===== src/hw/rtl/websocket_frame_parser_top_defines.svh =====
// ----------------------------------------------------------------------------
// websocket frame parser assertion macros
// shared concurrent property forms, clocked on aclk, disabled in reset
// ----------------------------------------------------------------------------
`ifndef WEBSOCKET_FRAME_PARSER_TOP_DEFINES_SVH
`define WEBSOCKET_FRAME_PARSER_TOP_DEFINES_SVH

// same-cycle implication
`define WFP_ASSERT_NOW(lbl, ante, cons, msg) \
    lbl: assert property (@(posedge aclk) disable iff (!aresetn) (ante) |-> (cons)) \
        else $error(msg);

// next-cycle implication
`define WFP_ASSERT_NEXT(lbl, ante, cons, msg) \
    lbl: assert property (@(posedge aclk) disable iff (!aresetn) (ante) |=> (cons)) \
        else $error(msg);

`endif


===== src/hw/rtl/wfp_pkg.sv =====
// ----------------------------------------------------------------------------
// wfp_pkg
// shared widths, result kinds and the result record of the frame parser
// ----------------------------------------------------------------------------
package wfp_pkg;

    localparam int LEN_BITS = 32;
    localparam int POS_W    = 32;
    localparam int OUT_LEN_W = 32;
    localparam int M_DATA_W = 48;

    localparam logic [1:0] KIND_PAYLOAD = 2'd0;
    localparam logic [1:0] KIND_EMPTY   = 2'd1;
    localparam logic [1:0] KIND_REJECT  = 2'd2;

    typedef struct packed {
        logic [1:0]           kind;
        logic [7:0]           payload;
        logic [3:0]           opcode;
        logic                 fin;
        logic                 masked;
        logic [LEN_BITS-1:0]  length;
        logic                 done;
    } wfp_result_t;

endpackage


===== src/hw/rtl/wfp_parser.sv =====
// ----------------------------------------------------------------------------
// wfp_parser
// header state machine and payload unmasking, one byte per accepted request
// ----------------------------------------------------------------------------
module wfp_parser
    import wfp_pkg::*;
(
    input  logic        aclk,
    input  logic        aresetn,
    input  logic        in_fire,
    input  logic [7:0]  in_byte,
    input  logic        in_last,
    output logic        res_valid,
    output wfp_result_t res
);

    localparam logic [2:0] PH_HDR0  = 3'd0;
    localparam logic [2:0] PH_HDR1  = 3'd1;
    localparam logic [2:0] PH_EXT16 = 3'd2;
    localparam logic [2:0] PH_EXT64 = 3'd3;
    localparam logic [2:0] PH_KEY   = 3'd4;
    localparam logic [2:0] PH_DATA  = 3'd5;

    logic [2:0]          phase_reg, phase_next;
    logic [2:0]          count_reg, count_next;
    logic                fin_reg, fin_next;
    logic [3:0]          opcode_reg, opcode_next;
    logic                mask_reg, mask_next;
    logic [LEN_BITS-1:0] len_reg, len_next;
    logic [31:0]         key_reg, key_next;
    logic [POS_W-1:0]    pos_reg, pos_next;
    logic                discard_reg, discard_next;

    logic [LEN_BITS-1:0] len_shift;
    logic [POS_W-1:0]    pos_inc;
    logic [7:0]          key_byte;
    logic                length_done;
    logic                header_done;
    logic                hit;
    logic [1:0]          kind;
    logic [7:0]          data;
    logic                done;

    assign len_shift = {len_reg[LEN_BITS-9:0], in_byte};
    assign pos_inc   = pos_reg + POS_W'(1);

    always_comb begin
        case (pos_reg[1:0])
            2'd0:    key_byte = key_reg[31:24];
            2'd1:    key_byte = key_reg[23:16];
            2'd2:    key_byte = key_reg[15:8];
            default: key_byte = key_reg[7:0];
        endcase
    end

    always_comb begin
        phase_next   = phase_reg;
        count_next   = count_reg;
        fin_next     = fin_reg;
        opcode_next  = opcode_reg;
        mask_next    = mask_reg;
        len_next     = len_reg;
        key_next     = key_reg;
        pos_next     = pos_reg;
        discard_next = discard_reg;
        length_done  = 1'b0;
        header_done  = 1'b0;
        hit          = 1'b0;
        kind         = KIND_PAYLOAD;
        data         = 8'd0;
        done         = 1'b0;

        if (discard_reg) begin
            if (in_last) begin
                discard_next = 1'b0;
            end
        end else begin
            case (phase_reg)
                PH_HDR1: begin
                    mask_next  = in_byte[7];
                    count_next = 3'd0;
                    len_next   = '0;
                    if (in_byte[6:0] == 7'd126) begin
                        phase_next = PH_EXT16;
                    end else if (in_byte[6:0] == 7'd127) begin
                        phase_next = PH_EXT64;
                    end else begin
                        len_next    = LEN_BITS'(in_byte[6:0]);
                        length_done = 1'b1;
                    end
                end
                PH_EXT16: begin
                    len_next = len_shift;
                    if (count_reg >= 3'd1) begin
                        length_done = 1'b1;
                    end else begin
                        count_next = count_reg + 3'd1;
                    end
                end
                PH_EXT64: begin
                    if (count_reg >= 3'd4) begin
                        len_next = len_shift;
                    end
                    if (count_reg >= 3'd7) begin
                        length_done = 1'b1;
                    end else begin
                        count_next = count_reg + 3'd1;
                    end
                end
                PH_KEY: begin
                    key_next = {key_reg[23:0], in_byte};
                    if (count_reg >= 3'd3) begin
                        header_done = 1'b1;
                    end else begin
                        count_next = count_reg + 3'd1;
                    end
                end
                PH_DATA: begin
                    hit      = 1'b1;
                    kind     = KIND_PAYLOAD;
                    data     = mask_reg ? (in_byte ^ key_byte) : in_byte;
                    done     = (pos_inc >= POS_W'(len_reg));
                    pos_next = pos_inc;
                    if (done) begin
                        phase_next = PH_HDR0;
                        pos_next   = '0;
                    end
                end
                default: begin
                    fin_next    = in_byte[7];
                    opcode_next = in_byte[3:0];
                    mask_next   = 1'b0;
                    len_next    = '0;
                    count_next  = 3'd0;
                    pos_next    = '0;
                    if (in_byte[3:0] > 4'hA) begin
                        phase_next   = PH_HDR0;
                        discard_next = !in_last;
                        hit          = 1'b1;
                        kind         = KIND_REJECT;
                        done         = 1'b1;
                    end else begin
                        phase_next = PH_HDR1;
                    end
                end
            endcase

            if (length_done) begin
                count_next = 3'd0;
                if (mask_next) begin
                    key_next   = '0;
                    phase_next = PH_KEY;
                end else begin
                    header_done = 1'b1;
                end
            end

            if (header_done) begin
                pos_next   = '0;
                count_next = 3'd0;
                if (len_next == '0) begin
                    phase_next = PH_HDR0;
                    hit        = 1'b1;
                    kind       = KIND_EMPTY;
                    done       = 1'b1;
                end else begin
                    phase_next = PH_DATA;
                end
            end
        end
    end

    assign res_valid  = in_fire && hit;
    assign res.kind    = kind;
    assign res.payload = data;
    assign res.opcode  = opcode_next;
    assign res.fin     = fin_next;
    assign res.masked  = mask_next;
    assign res.length  = len_next;
    assign res.done    = done;

    always_ff @(posedge aclk) begin
        if (!aresetn) begin
            phase_reg   <= PH_HDR0;
            count_reg   <= 3'd0;
            fin_reg     <= 1'b0;
            opcode_reg  <= 4'd0;
            mask_reg    <= 1'b0;
            len_reg     <= '0;
            key_reg     <= '0;
            pos_reg     <= '0;
            discard_reg <= 1'b0;
        end else if (in_fire) begin
            phase_reg   <= phase_next;
            count_reg   <= count_next;
            fin_reg     <= fin_next;
            opcode_reg  <= opcode_next;
            mask_reg    <= mask_next;
            len_reg     <= len_next;
            key_reg     <= key_next;
            pos_reg     <= pos_next;
            discard_reg <= discard_next;
        end
    end

endmodule


===== src/hw/rtl/wfp_out_skid.sv =====
// ----------------------------------------------------------------------------
// wfp_out_skid
// result register plus one skid slot; input ready is a register, not m_tready
// ----------------------------------------------------------------------------
module wfp_out_skid
    import wfp_pkg::*;
(
    input  logic        aclk,
    input  logic        aresetn,
    input  logic        push,
    input  wfp_result_t push_data,
    output logic        can_accept,
    output logic        out_valid,
    input  logic        out_ready,
    output wfp_result_t out_data
);

    logic        out_valid_reg;
    wfp_result_t out_reg;
    logic        skid_valid_reg;
    wfp_result_t skid_reg;
    logic        pop;

    assign pop        = out_valid_reg && out_ready;
    assign can_accept = !skid_valid_reg;
    assign out_valid  = out_valid_reg;
    assign out_data   = out_reg;

    always_ff @(posedge aclk) begin
        if (!aresetn) begin
            out_valid_reg  <= 1'b0;
            skid_valid_reg <= 1'b0;
        end else if (skid_valid_reg) begin
            if (pop) begin
                skid_valid_reg <= 1'b0;
            end
        end else if (push) begin
            if (out_valid_reg && !pop) begin
                skid_valid_reg <= 1'b1;
            end else begin
                out_valid_reg <= 1'b1;
            end
        end else if (pop) begin
            out_valid_reg <= 1'b0;
        end
    end

    always_ff @(posedge aclk) begin
        if (skid_valid_reg) begin
            if (pop) begin
                out_reg <= skid_reg;
            end
        end else if (push) begin
            if (out_valid_reg && !pop) begin
                skid_reg <= push_data;
            end else begin
                out_reg <= push_data;
            end
        end
    end

endmodule


===== src/hw/rtl/websocket_frame_parser_top.sv =====
// ----------------------------------------------------------------------------
// websocket_frame_parser_top
// receive-side websocket deframer: header parse, length decode, unmasking
// ----------------------------------------------------------------------------
//  channel  dir  tdata                      tuser        tlast
//  s_       in   rx_byte[7:0]               -            chunk_end
//  m_       out  payload,opcode,fin,masked, result_kind  frame_done
//                length (see port comment)
//
//  one byte request per clock while s_tready is high, results are registered
//  header bytes give no result, payload bytes one each, empty frame or rejection one
//  reset clears the parser to the first-header-byte phase and drops results
//  s_tready falls only while both result register and skid slot are full
// ----------------------------------------------------------------------------
`include "websocket_frame_parser_top_defines.svh"

module websocket_frame_parser_top
    import wfp_pkg::*;
(
    input  logic                aclk,
    input  logic                aresetn,
    input  logic                s_tvalid,
    output logic                s_tready,
    input  logic [7:0]          s_tdata,   // rx_byte
    input  logic                s_tlast,   // chunk_end
    output logic                m_tvalid,
    input  logic                m_tready,
    output logic [M_DATA_W-1:0] m_tdata,   // payload_byte, frame_opcode, frame_fin,
                                           // frame_was_masked, frame_length, zero pad
    output logic [1:0]          m_tuser,   // result_kind
    output logic                m_tlast    // frame_done
);

    logic        in_fire;
    logic        res_valid;
    wfp_result_t res;
    wfp_result_t out_res;

    assign in_fire = s_tvalid && s_tready;

    wfp_parser u_parser (
        .aclk      (aclk),
        .aresetn   (aresetn),
        .in_fire   (in_fire),
        .in_byte   (s_tdata),
        .in_last   (s_tlast),
        .res_valid (res_valid),
        .res       (res)
    );

    wfp_out_skid u_out (
        .aclk       (aclk),
        .aresetn    (aresetn),
        .push       (res_valid),
        .push_data  (res),
        .can_accept (s_tready),
        .out_valid  (m_tvalid),
        .out_ready  (m_tready),
        .out_data   (out_res)
    );

    assign m_tdata = {2'b00, OUT_LEN_W'(out_res.length), out_res.masked, out_res.fin,
                      out_res.opcode, out_res.payload};
    assign m_tuser = out_res.kind;
    assign m_tlast = out_res.done;

    `WFP_ASSERT_NOW(a_stall_has_result, !s_tready, m_tvalid, "input stalled with no result")
    `WFP_ASSERT_NOW(a_nonpayload_clean, m_tvalid && m_tuser != KIND_PAYLOAD,
                    m_tlast && m_tdata[7:0] == 8'd0, "non-payload result not clean")
    `WFP_ASSERT_NOW(a_reject_no_header, m_tvalid && m_tuser == KIND_REJECT,
                    m_tdata[45:13] == 33'd0, "rejection carries length or mask")
    `WFP_ASSERT_NEXT(a_full_holds, m_tvalid && !m_tready && !s_tready,
                     m_tvalid && !s_tready, "full buffer lost an entry")

endmodule

===== config.mk =====
export PLATFORM = sky130hd
export DESIGN_NAME = websocket_frame_parser_top
export DESIGN_NICKNAME = d
export VERILOG_FILES = /design/src/hw/rtl/wfp_pkg.sv /design/src/hw/rtl/wfp_parser.sv /design/src/hw/rtl/wfp_out_skid.sv /design/src/hw/rtl/websocket_frame_parser_top.sv
export VERILOG_INCLUDE_DIRS = /design/src /design/src/hw/rtl
export SDC_FILE = /design/constraint.sdc
export NUM_CORES = 1
export LEC_CHECK = 0
export BUFFER_PORTS_ARGS = -buffer_cell sky130_fd_sc_hd__buf_2
export CAP_MARGIN = 40
export CORE_AREA = 5 5 180 182
export DETAILED_ROUTE_END_ITERATION = 10
export DIE_AREA = 0 0 185 187
export SYNTH_ARGS = -nofsm -noshare
export SYNTH_HDL_FRONTEND = slang
export SYNTH_SLANG_ARGS = --single-unit

===== constraint.sdc =====
create_clock -name aclk -period 7.1 [get_ports aclk]
set_input_delay 1.065 -clock aclk [delete_from_list [all_inputs] [get_ports aclk]]
set_output_delay 1.065 -clock aclk [all_outputs]
set_load 0.02 [all_outputs]

## Word-level counts from Yosys, hierarchy flattened

Cells that the tools add are included.

| word-level totals | value |
|---|---|
| register bits | 209 |
| input bits | 13 |
| output and inout bits | 53 |
| word-level logic and storage cells | 153 |

| cells by class | value |
|---|---|
| add/sub/neg operators | 2 |
| $lt $le $gt $ge | 6 |
| eq/ne operators | 17 |
| multiplexer cells | 78 |
| bitwise logic cells | 3 |
| reductions and logical operators | 22 |

Operators by type and width:

| kind | count |
|---|---|
| 2-to-1 mux 32 bit | 9 |
| 2-to-1 mux 49 bit | 4 |
| case mux 32 bit (4 select lines) | 1 |
| case mux 32 bit (2 select lines) | 1 |
| 2-to-1 mux 3 bit | 12 |
| 2-to-1 mux 1 bit | 33 |
| adder 32 x 1 -> 32 bit, second input constant | 1 |
| >= comparator 32 bit | 1 |
| zero test 32 bit | 1 |
| 2-to-1 mux 8 bit | 3 |
| case mux 8 bit (3 select lines) | 1 |
| equality test 7 bit, second input constant | 2 |
| != test 4 bit, second input constant | 3 |
| case mux 3 bit (4 select lines) | 1 |
| AND reduction 3 bit | 4 |
| 2-to-1 mux 2 bit | 5 |
| case mux 3 bit (3 select lines) | 1 |
| 2-to-1 mux 4 bit | 2 |
| OR reduction 4 bit | 2 |
| XOR 8 bit | 1 |
| 2-to-1 mux 7 bit | 1 |
| equality test 3 x 2 -> 1 bit, second input constant | 2 |
| equality test 3 bit, second input constant | 2 |
| >= comparator 3 bit, second input constant | 2 |
| other kinds (22) | 33 |

## Logic depth before layout (Yosys ltp)

| logic depth | value |
|---|---|
| depth after elaboration | 12 |
| mapped depth | 17 |
| depth with buffers taken out | 16 |

## Hierarchy

Synthesis repeated with hierarchy kept, for this count alone.

| unflattened totals | value |
|---|---|
| cells, all modules | 1082 |
| area, all modules | 11009.3 µm² |

Modules (own cells, without submodules):

| module | instances | cells each | area each (µm²) | sequential area each (µm²) |
|---|---|---|---|---|
| wfp_parser | 1 | 911 | 7131.8 | 2182.1 |
| wfp_out_skid | 1 | 167 | 3852.4 | 2982.9 |
| websocket_frame_parser_top | 1 | 4 | 25.0 | 0.0 |

## Least setup slack after synthesis

OpenSTA, ideal clock, no wires.

| timing path | value |
|---|---|
| kind | in2reg |
| start point | input port s_tdata[3] |
| end point | register u_out.skid_reg[0] in the netlist's numbering (enable) |
| library setup time | 0.526 ns |
| arrival time | 6.661 ns |
| slack | -0.087 ns |
| stages on the path | 9 |
| buffers on the path | 1 |
| cell sequence | buf_2 -> nand4_1 -> o211ai_2 -> nand2_1 -> o221a_2 -> or3_1 -> or4_4 -> and2_4 -> nor3b_1 |

| on the way | value |
|---|---|
| cells in the longest elaborated chain, start to end | 11 |

RTL lines:

| element | line | text |
|---|---|---|
| from (decl) | websocket_frame_parser_top.sv:24 | `input logic [7:0] s_tdata,` |
| equality test 7 bit | wfp_parser.sv:85 | `end else if (in_byte[6:0] == 7'd127) begin` |
| 2-to-1 mux 7 bit or 2-to-1 mux 1 bit (tied branches) | wfp_parser.sv:85 |  |
| 2-to-1 mux 32 bit or 2-to-1 mux 1 bit (tied branches) | wfp_parser.sv:83 | `if (in_byte[6:0] == 7'd126) begin` |
| case mux 32 bit (4 select lines) or case mux 1 bit (3 select lines) (tied branches) | wfp_parser.sv:78 | `case (phase_reg)` |
| 2-to-1 mux 32 bit or 2-to-1 mux 1 bit (tied branches) | wfp_parser.sv:73 | `if (discard_reg) begin` |
| zero test 32 bit or 2-to-1 mux 1 bit (tied branches) | wfp_parser.sv:161, wfp_parser.sv:148 |  |
| 2-to-1 mux 1 bit, on equally long branches | wfp_parser.sv:161, wfp_parser.sv:73 |  |
| 2-to-1 mux 1 bit * | wfp_parser.sv:158 | `if (header_done) begin` |
| 2-to-1 mux 1 bit * | wfp_parser.sv:73 |  |
| logical AND 1 bit * | wfp_parser.sv:173 | `assign res_valid = in_fire && hit;` |
| AND reduction 3 bit (no source line) * | -- |  |
| to (signal assigned) | wfp_out_skid.sv:55 | `skid_reg <= push_data;` |
| to (decl) | wfp_out_skid.sv:21 | `wfp_result_t skid_reg;` |

Every way passes the cells marked *; elsewhere a longest branch is shown, timed or not. The select of a mux whose other input is x is not followed.
A chain may end at the register's enable or synchronous reset.

## Final worst setup path

| timing path | value |
|---|---|
| start point | register u_parser.phase_reg[0] |
| end point | register u_out.out_reg, in the netlist u_out.out_data[31] (enable) |

| on the way | value |
|---|---|
| cells in the longest elaborated chain, start to end | 12 |

RTL lines:

| element | line | text |
|---|---|---|
| from (decl) | wfp_parser.sv:24 | `logic [2:0] phase_reg, phase_next;` |
| from (signal assigned) | wfp_parser.sv:194 | `phase_reg <= phase_next;` |
| branches (longest 7 deep; another with case mux 32 bit (4 select lines)) | -- |  |
| 2-to-1 mux 1 bit * | wfp_parser.sv:158 |  |
| 2-to-1 mux 1 bit * | wfp_parser.sv:73 |  |
| logical AND 1 bit * | wfp_parser.sv:173 |  |
| nonzero test 2 bit (no source line) * | -- |  |
| AND reduction 3 bit (no source line) * | -- |  |
| to (signal assigned) | wfp_out_skid.sv:51 | `out_reg <= skid_reg;` |
| to (signal assigned) | wfp_out_skid.sv:57 | `out_reg <= push_data;` |
| to (decl) | wfp_out_skid.sv:19 | `wfp_result_t out_reg;` |

Every way passes the cells marked *. The select of a mux whose other input is x is not followed.

==> metrics.md <==
| Metric | Value |
|---|---|
| First-pass GRT wire length | `41.67 mm` |
| Commonest cells after routing, fill and taps aside | `nand2_1 (139), dfxtp_1 (111), nor2_1 (110)` |
| Async SR Flop Fraction | `0%` |
| Setup Viol. Count Final | `0` |
| Most common flop cell mapped by yosys | `dfxtp_1` |
| Antenna violations before repair | `0` |
| DR WL/cell | `~17 µm` |
| Initial Util | `roughly a third` |
| Layout area overhead | `14.40%` |
| RSZ-0062 raised after global routing | `false` |
| Final WL | `roughly 26 mm` |
| Crit path launch type | `flip-flop` |
| Synthesized area | `0.01048 mm²` |
| Final ANT Viol Nets | `0` |
| Final setup margin | `around 2.0 ns` |
| Finished Layout Cells | `about 1500` |
| Core area | `between 0.03 and 0.04 mm²` |
| CP Cell Sequence | `nor2b_2 -> mux2i_1 -> o21ai_0 -> or4_1 -> or3_1 -> or4_4 -> and2_4 -> o41ai_4 -> buf_4` |
| Post-CTS sizing | `0` |
| PwrDens | `around 290 mW/mm²` |
| Area of placed instances | `0.01119 mm²` |
| Slew Viols, Final | `0` |
| Status | `complete, no violations` |
| Via count of the first global-routing pass | `7575` |
| Cells on worst reg2reg path | `9` |
| DRC viols | `0` |
| Crit. End Element | `flip-flop` |
| Routed vias/inst | `5.249` |
| Cts hold-fix bufs | `0` |
| Chip Width | `approximately 190 µm` |
| Register area share after synthesis | `roughly half` |
| Hold_sp | `u_parser.key_reg[28]` |
| Worst Setup EP | `u_out.out_data[31]` |
| Total gr overflow | `0` |
| I/O pin cnt | `between 60 and 70` |
| Yosys top cell by area | `edfxtp_1` |
| CP Class | `reg -> reg` |
| DP HPWL | `about 18 mm` |
| Nets | `~1200` |
| Largest net degree at the start of global routing | `51` |
| Height of the die | `187 µm` |
| Tightest Hold Check Type | `reg -> reg` |
| RR Startpoint | `u_parser.phase_reg[0]` |
| Final Hold Viols | `0` |
| Synth warnings | `0` |
| Area share of the largest cell type after synthesis | `roughly 28%` |
| Fin crit period | `between 5 and 6 ns` |
| All-Layer GR Usage | `14.51%` |
| # rows | `between 60 and 70` |
| Clock edge transition at the registers on the reported setup and hold paths | `0.06 ns` |
| Worst r2r dst | `u_out.out_data[31]` |
| Worst VDD drop | `approximately 0.13 mV` |
| Clock Latency Late Sink | `between 0.5 and 0.6 ns` |
| Filler cell count in the final layout | `2989` |
| Post-Syn Instances | `between 1000 and 1500` |
| Fmax | `197.1 MHz` |
| CTS Buf Count | `23` |
| Worst-Margin Slew | `0.8666 ns` |
| Seq cells post-synth | `209` |
| Crit path max fanout | `40` |
| Num Clock Sinks | `roughly 210` |
| CTS tree | `done` |
| Final setup TNS | `0 ns` |
| Port bufs | `between 60 and 70` |
| DR vias | `7994` |
| Hold WS | `roughly 0.46 ns` |
| Die area | `about 0.035 mm²` |
| Worst slack, placed | `roughly 2 ns` |
| Slowest cell on the critical path | `nor2b_2` |
| Largest delay share family, worst path | `simple AND/OR/NAND/NOR gates` |
| EDFF count, synth | `98` |
| Design Area, Final | `0.01199 mm²` |
| CP peak stage delay | `about 0.8 ns` |
| Worst Setup SP | `u_parser.phase_reg[0]` |
| Pre-antenna DRT Iters | `5` |
| Antenna cells | `0` |
| Crit path depth | `9` |
| Clk buf depth | `3` |
| Setup Fix Bufs, Post-CTS | `0` |
| Library cells used by synthesis | `66` |
| R2r setup slk | `~2 ns` |
| Clock root buffer | `clkbuf_16` |
| Cell count after placement | `approximately 1500` |
| Clock Skew | `around 0.010 ns` |
| Final Wtd Congestion | `~0.9` |
| MaxCap Viol Count | `0` |
| Avg Cell Area, Syn | `between 9 and 10 µm²` |
| WP data required | `approximately 7.2 ns` |
| Layout cells sized above 1 | `15.79%` |
| H-tree depth | `1` |
| Pleak | `0.004366 µW` |
| Worst Path Arrival | `5.22 ns` |
| WP buf/inv | `1` |
| Most common cell after layout, fill and taps aside | `nand2_1` |
| Final Cycle Share | `71.46%` |
| Top post-synthesis cells by area | `edfxtp_1 (28%), dfxtp_1 (21%), mux2_2 (5.2%), nand2_1 (5.0%), ha_1 (4.9%)` |
| Initial drt markers | `between 400 and 500` |
| Slew HR | `about two fifths` |
-- cell usage after synthesis (12+ instances only) --
| library cell | count |
|---|---|
| nand2_1 | 139 |
| dfxtp_1 | 111 |
| nor2_1 | 111 |
| edfxtp_1 | 98 |
| a21oi_1 | 67 |
| clkbuf_1 | 49 |
| mux2_2 | 48 |
| inv_1 | 44 |
| o21ai_0 | 42 |
| ha_1 | 41 |
| a22oi_1 | 36 |
| nor2b_1 | 21 |
| xnor2_1 | 20 |
| nand3_1 | 19 |
| xor2_1 | 18 |
| a211oi_1 | 17 |
| mux2i_1 | 17 |
| o31ai_1 | 15 |
| nand4_1 | 14 |
| a22o_1 | 13 |
| nor3_1 | 12 |
-- metrics by stage --
stage / total power [µW] / util, %
floorplan: 2011 / -
global placement: 2217 / 36.50
detailed placement: 2231 / 36.76
CTS: 3502 / 39.39
global route: 3623 / 39.39
finish: 3469 / 39.39
-- worst min-delay path by stage --
stage	cells after the start	slack, ns	endpoint
finish	2	0.46	u_parser.key_reg[28]
global route	2	0.47	u_parser.key_reg[30]
CTS	2	0.46	u_parser.key_reg[30]
detailed placement	2	0.45	u_parser.key_reg[30]
global placement	2	0.44	u_parser.key_reg[31]
floorplan	2	0.44	u_parser.key_reg[24]
-- layer usage --
metal / vias up / global-route usage [%] / wire, µm
met2: 174 / 22.38 / 11430
met3: 37 / 2.023 / 1304
met4: 0 / 3.727 / 483
met5: - / 0 / 0
met1: 3835 / 21.43 / 12560
li1: 3948 / - / -
-- power by group --
part           internal (µW)  switching [µW]
Combinational            252             495
Clock                    772             488
Sequential              1400            62.6
-- worst reg2reg max path, delay by kind of cell (launching register included) --
| family | cells | cell delay, ns |
|---|---|---|
| simple gates | 5 | 2.50 |
| flops | 1 | 0.59 |
| buf+inv | 1 | 0.55 |
| compound gates | 2 | 0.78 |
| mux | 1 | 0.26 |
-- cell families after synthesis --
logic type | count (synthesis) | synth area share (%)
AO/OA/AOI/OAI | 250 | 16.05
XOR/XNOR | 38 | 3.177
adder cells (fa/ha/maj) | 41 | 4.897
buffers and inverters | 111 | 4.335
flip-flops | 209 | 49.30
multiplexers | 65 | 6.784
other | 1 | 0.03580
AND/OR/NAND/NOR | 359 | 15.42
-- cell type report --
class / instances / area (µm²) / share of cell area, %
clock buffer: 29 / 624.3 / 5.209
clock inverter: 12 / 175.2 / 1.462
inverter: 46 / 172.7 / 1.441
multi-input combinational: 755 / 4892 / 40.82
sequential: 209 / 5165 / 43.09
tap: 396 / 495.5 / 4.134
timing repair buffer: 76 / 460.4 / 3.842
No activity file was read; power rests on OpenSTA's default activity.
